[src/rtl/core/asf_pkg.sv]
`default_nettype none

package asf_pkg;

   // Sample and gain widths.
   localparam int SAMPLE_BITS = 24;
   localparam int GAIN_FRAC   = 16;
   localparam int AIR_BITS    = 22;
   localparam int GND_BITS    = 18;

   // Internal widths of the channel datapath.
   localparam int SUM_BITS  = SAMPLE_BITS + 4;
   localparam int LOW_BITS  = SAMPLE_BITS + 2;
   localparam int DIFF_BITS = SAMPLE_BITS + 3;
   localparam int PA_BITS   = DIFF_BITS + AIR_BITS + 1;
   localparam int PB_BITS   = LOW_BITS + GND_BITS + 1;
   localparam int ACC_BITS  = ((PA_BITS > PB_BITS) ? PA_BITS : PB_BITS) + 1;
   localparam int Y_BITS    = ACC_BITS - GAIN_FRAC;

   // Configuration port.
   localparam int CSR_INDEX_BITS = 4;
   localparam int CSR_DATA_BITS  = 32;

   localparam logic [CSR_INDEX_BITS-1:0] CSR_AIR_GAIN    = CSR_INDEX_BITS'(0);
   localparam logic [CSR_INDEX_BITS-1:0] CSR_GROUND_GAIN = CSR_INDEX_BITS'(1);

   localparam logic [AIR_BITS-1:0] AIR_GAIN_RESET    = AIR_BITS'(65536);
   localparam logic [GND_BITS-1:0] GROUND_GAIN_RESET = GND_BITS'(65536);

   // Result queue.
   localparam int QUEUE_DEPTH = 8;
   localparam int QUEUE_PTR_BITS = $clog2(QUEUE_DEPTH);
   localparam int QUEUE_CNT_BITS = $clog2(QUEUE_DEPTH + 1);

   typedef struct packed {
      logic signed [SAMPLE_BITS-1:0] left_in;
      logic signed [SAMPLE_BITS-1:0] right_in;
   } asf_req_type;

   typedef struct packed {
      logic signed [SAMPLE_BITS-1:0] left_out;
      logic signed [SAMPLE_BITS-1:0] right_out;
   } asf_rsp_type;

   // Lane results handed to the merge stage.
   typedef struct packed {
      logic        push;
      asf_rsp_type data;
   } asf_lane_result_type;

endpackage

`default_nettype wire

[src/rtl/core/asf_merge.sv]
`default_nettype none

module asf_merge (
   input  wire                              clock,
   input  wire                              reset,
   input  wire                              accept,
   input  wire asf_pkg::asf_lane_result_type lanes,
   output logic                             full,
   output logic                             rsp_valid,
   input  wire                              rsp_stall,
   output asf_pkg::asf_rsp_type             rsp_data
);
   import asf_pkg::*;

   asf_rsp_type                queue_ff [QUEUE_DEPTH];
   logic [QUEUE_PTR_BITS-1:0]  wr_ptr_ff, wr_ptr_in;
   logic [QUEUE_PTR_BITS-1:0]  rd_ptr_ff, rd_ptr_in;
   logic [QUEUE_CNT_BITS-1:0]  fill_ff, fill_in;
   // Transactions taken in and not yet delivered, pipeline included.
   logic [QUEUE_CNT_BITS-1:0]  occ_ff, occ_in;
   logic                       pop;

   assign rsp_valid = (fill_ff != '0);
   assign rsp_data  = queue_ff[rd_ptr_ff];
   assign pop       = rsp_valid && !rsp_stall;
   assign full      = (occ_ff == QUEUE_CNT_BITS'(QUEUE_DEPTH));

   always_comb begin
      wr_ptr_in = lanes.push ? wr_ptr_ff + 1'b1 : wr_ptr_ff;
      rd_ptr_in = pop ? rd_ptr_ff + 1'b1 : rd_ptr_ff;
      fill_in   = fill_ff + QUEUE_CNT_BITS'(lanes.push) - QUEUE_CNT_BITS'(pop);
      occ_in    = occ_ff + QUEUE_CNT_BITS'(accept) - QUEUE_CNT_BITS'(pop);
   end

   always_ff @(posedge clock) begin
      if (reset) begin
         wr_ptr_ff <= '0;
         rd_ptr_ff <= '0;
         fill_ff   <= '0;
         occ_ff    <= '0;
      end else begin
         wr_ptr_ff <= wr_ptr_in;
         rd_ptr_ff <= rd_ptr_in;
         fill_ff   <= fill_in;
         occ_ff    <= occ_in;
      end
   end

   always_ff @(posedge clock) begin
      if (lanes.push) begin
         queue_ff[wr_ptr_ff] <= lanes.data;
      end
   end

endmodule

`default_nettype wire

[config.mk]
export PLATFORM = sky130hd
export DESIGN_NAME = asf_merge
export DESIGN_NICKNAME = d
export VERILOG_FILES = /design/src/rtl/core/asf_pkg.sv /design/src/rtl/core/asf_merge.sv
export SDC_FILE = /design/constraint.sdc
export NUM_CORES = 1
export LEC_CHECK = 0
export BUFFER_PORTS_ARGS = -buffer_cell sky130_fd_sc_hd__buf_4
export CAP_MARGIN = 20
export CORE_MARGIN = 1
export CORE_UTILIZATION = 45
export DETAILED_ROUTE_END_ITERATION = 8
export SKIP_LAST_GASP = 1
export SYNTH_ARGS = -nofsm -noshare
export SYNTH_HDL_FRONTEND = slang
export SYNTH_SLANG_ARGS = --single-unit
[constraint.sdc]
create_clock -name clock -period 4.3 [get_ports clock]
set_input_delay 0.645 -clock clock [delete_from_list [all_inputs] [get_ports clock]]
set_output_delay 0.645 -clock clock [all_outputs]
set_load 0.01 [all_outputs]
==> flow_metrics.tcl <==
set metrics [dict create \
    leakage_nw 5.90 \
    fin_setup_tns_ns 0 \
    ios 103 \
    synth_area_leaders "edfxtp_1, mux4_2, mux2_4, dfxtp_1, ha_1" \
    numCtsBuffers 41 \
    gp_congestion 0.695 \
    cpMaxStageDelayCell "dfxtp_4" \
    drive_above_1_share 0.400 \
    path_clk_slew_ns 0.06 \
    clockBufferDepth 3 \
    dp_cells 1186 \
    r2r-end "occ_ff[3]" \
    syn_inst 654 \
    rrSetupSlack_ns 2.06 \
    grt_util_all_layers 0.171 \
    min_path_cells 1 \
    fp-row-count 67 \
    irDropWorstVdd_mv 0.281 \
    post-synth-top-count-cell "edfxtp_1" \
    die_h_um 187 \
    grt_max_degree 61 \
    wirelength_um 29200 \
    drcViolationCount 0 \
    r2r_cells 9 \
    synth.top_cell.area_share 0.745 \
    nets 847 \
    stdcell_count 1258 \
    antenna_found_initial 1 \
    grt_pass1_vias 7425 \
    setup_viol 0 \
    path_class "register to primary output" \
    die_x_um 187 \
    rsz0062_at_grt "no" \
    max-slew-margin-rel 0.340 \
    via_per_inst 5.37 \
    start_kind "register" \
    vias 6750 \
    yosysTopAreaCell "edfxtp_1" \
    clock-sinks 401 \
    min_to "queue_ff[0][17]" \
    place_hpwl_um 15100 \
    cts_max_level 2 \
    hold_viol 0 \
    min_period_ns 3.44 \
    synthArstFlopShare 0 \
    slowest_delay_ns 0.89 \
    cellPowerDensity_mw_per_mm2 513 \
    cts_tree "done" \
    synth_seq_cells 401 \
    fmax_ghz 0.291 \
    path_cells "buf_12 -> mux4_2 -> mux2_4 -> buf_4" \
    max_cap_violations 0 \
    core_area_mm2 0.0337 \
    grt_overflow 0 \
    ctsResizeCount 0 \
    ys.flop_type "edfxtp_1" \
    cts_setup_buffers 0 \
    cts-root-buf "clkbuf_16" \
    worst_setup_path_end_kind "primary output" \
    avgSynthCellArea_um2 23.7 \
    fin_skew_ns 0.0146 \
    clock_latency_ns 0.52 \
    syn2layout_area_growth_pct 17.3 \
    firstDrtPassIters 4 \
    numPortBuffers 102 \
    wire_per_inst_um 23.2 \
    ant_nets 0 \
    r2r_start "fill_ff[2]" \
    cp.required_ns 3.65 \
    start_util 0.459 \
    dieArea_mm2 0.0351 \
    syn_nets 719 \
    yosys_warnings 0 \
    holdCritPathClass "input port to register" \
    synth_edf_count 384 \
    synth-seq-area-share 0.767 \
    netlist_area_mm2 0.0155 \
    drt_iter0_markers 485 \
    grt_pass1_wl_um 44700 \
    yosysUniqueCellTypes 31 \
    fillers 2566 \
    crit_path_max_fanout 38 \
    arrival_ns 2.80 \
    max_slew.worst_pin.slew_ns 0.988 \
    status "finished clean" \
    final-max-slew-violation-count 0 \
    min_from "lanes[17]" \
    ctsHoldBuffers 0 \
    synth_common_cells "edfxtp_1, mux4_2, mux2_4, dfxtp_1, nor2_1" \
    fin_crit_sh 0.800 \
]
==> layer usage <==
| metal | wire, um | global-route usage |
|---|---|---|
| met1 | 12600 | 0.230 |
| met2 | 14700 | 0.286 |
| met3 | 1400 | 0.0340 |
| met4 | 477 | 0.0435 |
| met5 | 0 | 0 |
==> worst max-delay path, delay by kind of cell (launching register included) <==
family | cells | cell delay [ns]
buffers and inverters | 2 | 0.51
DFF | 1 | 0.89
muxes | 2 | 0.84
==> cell families after synthesis <==
logic type | count (synthesis) | share of synthesized area
simple gates | 39 | 0.0129
xor+xnor | 4 | 0.00226
buf+inv | 37 | 0.0157
compound gates | 15 | 0.00525
flops | 401 | 0.767
fa+ha+maj | 12 | 0.0107
mux | 146 | 0.186
==> metrics by stage <==
stage                     utilization  hold WS [ns]  cell area [um2]  power, mW  setup WS (ns)
after CTS                       0.538         0.326            18100       9.41          0.752
after floorplan                     -         0.480            15500       5.49           1.06
final                           0.539         0.347            18200       9.32          0.859
after detailed placement        0.499         0.512            16800       5.99           1.32
after global placement          0.499         0.491            16800       5.94           1.35
after global routing            0.539         0.329            18200       9.68          0.647
==> flip-flops by register name (all words and copies together) (netlist names), named ones only <==
name,cells
occ_ff,4
rd_ptr_ff,3
fill_ff,4
wr_ptr_ff,3
queue_ff,384
==> how the worst max path moves through the flow <==
stage,to,slack (ns),cells past startpoint
floorplan,queue_ff[2][0],1.06,2
global placement,rsp_data[2],1.35,4
detailed placement,rsp_data[39],1.32,4
CTS,rsp_data[39],0.75,4
global route,rsp_data[2],0.65,4
finish,rsp_data[39],0.86,4
==> cells in the final DEF, fill, tap and decap left out, drive strengths merged <==
| cell | Yosys | final |
|---|---|---|
| clkinv | 0 | 13 |
| a21o | 1 | 1 |
| nor2 | 14 | 14 |
| mux4 | 96 | 96 |
| buf | 19 | 114 |
| nand3 | 1 | 1 |
| diode | 0 | 1 |
| nand2 | 6 | 6 |
| inv | 8 | 9 |
| a31o | 1 | 1 |
| dfxtp | 17 | 17 |
| bufinv | 0 | 3 |
| nor3b | 2 | 2 |
| mux2i | 1 | 1 |
| nand2b | 5 | 5 |
| xnor2 | 2 | 2 |
| xor2 | 2 | 2 |
| or3 | 4 | 4 |
| o21ai | 4 | 4 |
| nor3 | 2 | 2 |
| clkbuf | 10 | 53 |
| ha | 10 | 10 |
| nor2b | 4 | 4 |
| a21oi | 9 | 9 |
| mux2 | 49 | 49 |
| fa | 2 | 2 |
| or3b | 1 | 1 |
| edfxtp | 384 | 384 |
==> report_power, final <==
group | switching [mW] | internal [mW] | total, mW
logic | 0.588 | 0.772 | 1.36
clock network | 1.37 | 2.04 | 3.42
registers | 0.119 | 4.42 | 4.54
total | 2.08 | 7.23 | 9.32
==> area by class of cell <==
class	instances	area (um2)	area share
clock buffer	53	1140	0.0630
sequential	401	11900	0.654
multi-input combinational	216	3430	0.189
tap	448	561	0.0309
clock inverter	17	156	0.00861
inverter	8	30.0	0.00165
timing repair buffer	114	951	0.0524
antenna	1	2.50	0.000138
(Power assumes the default switching activity.)
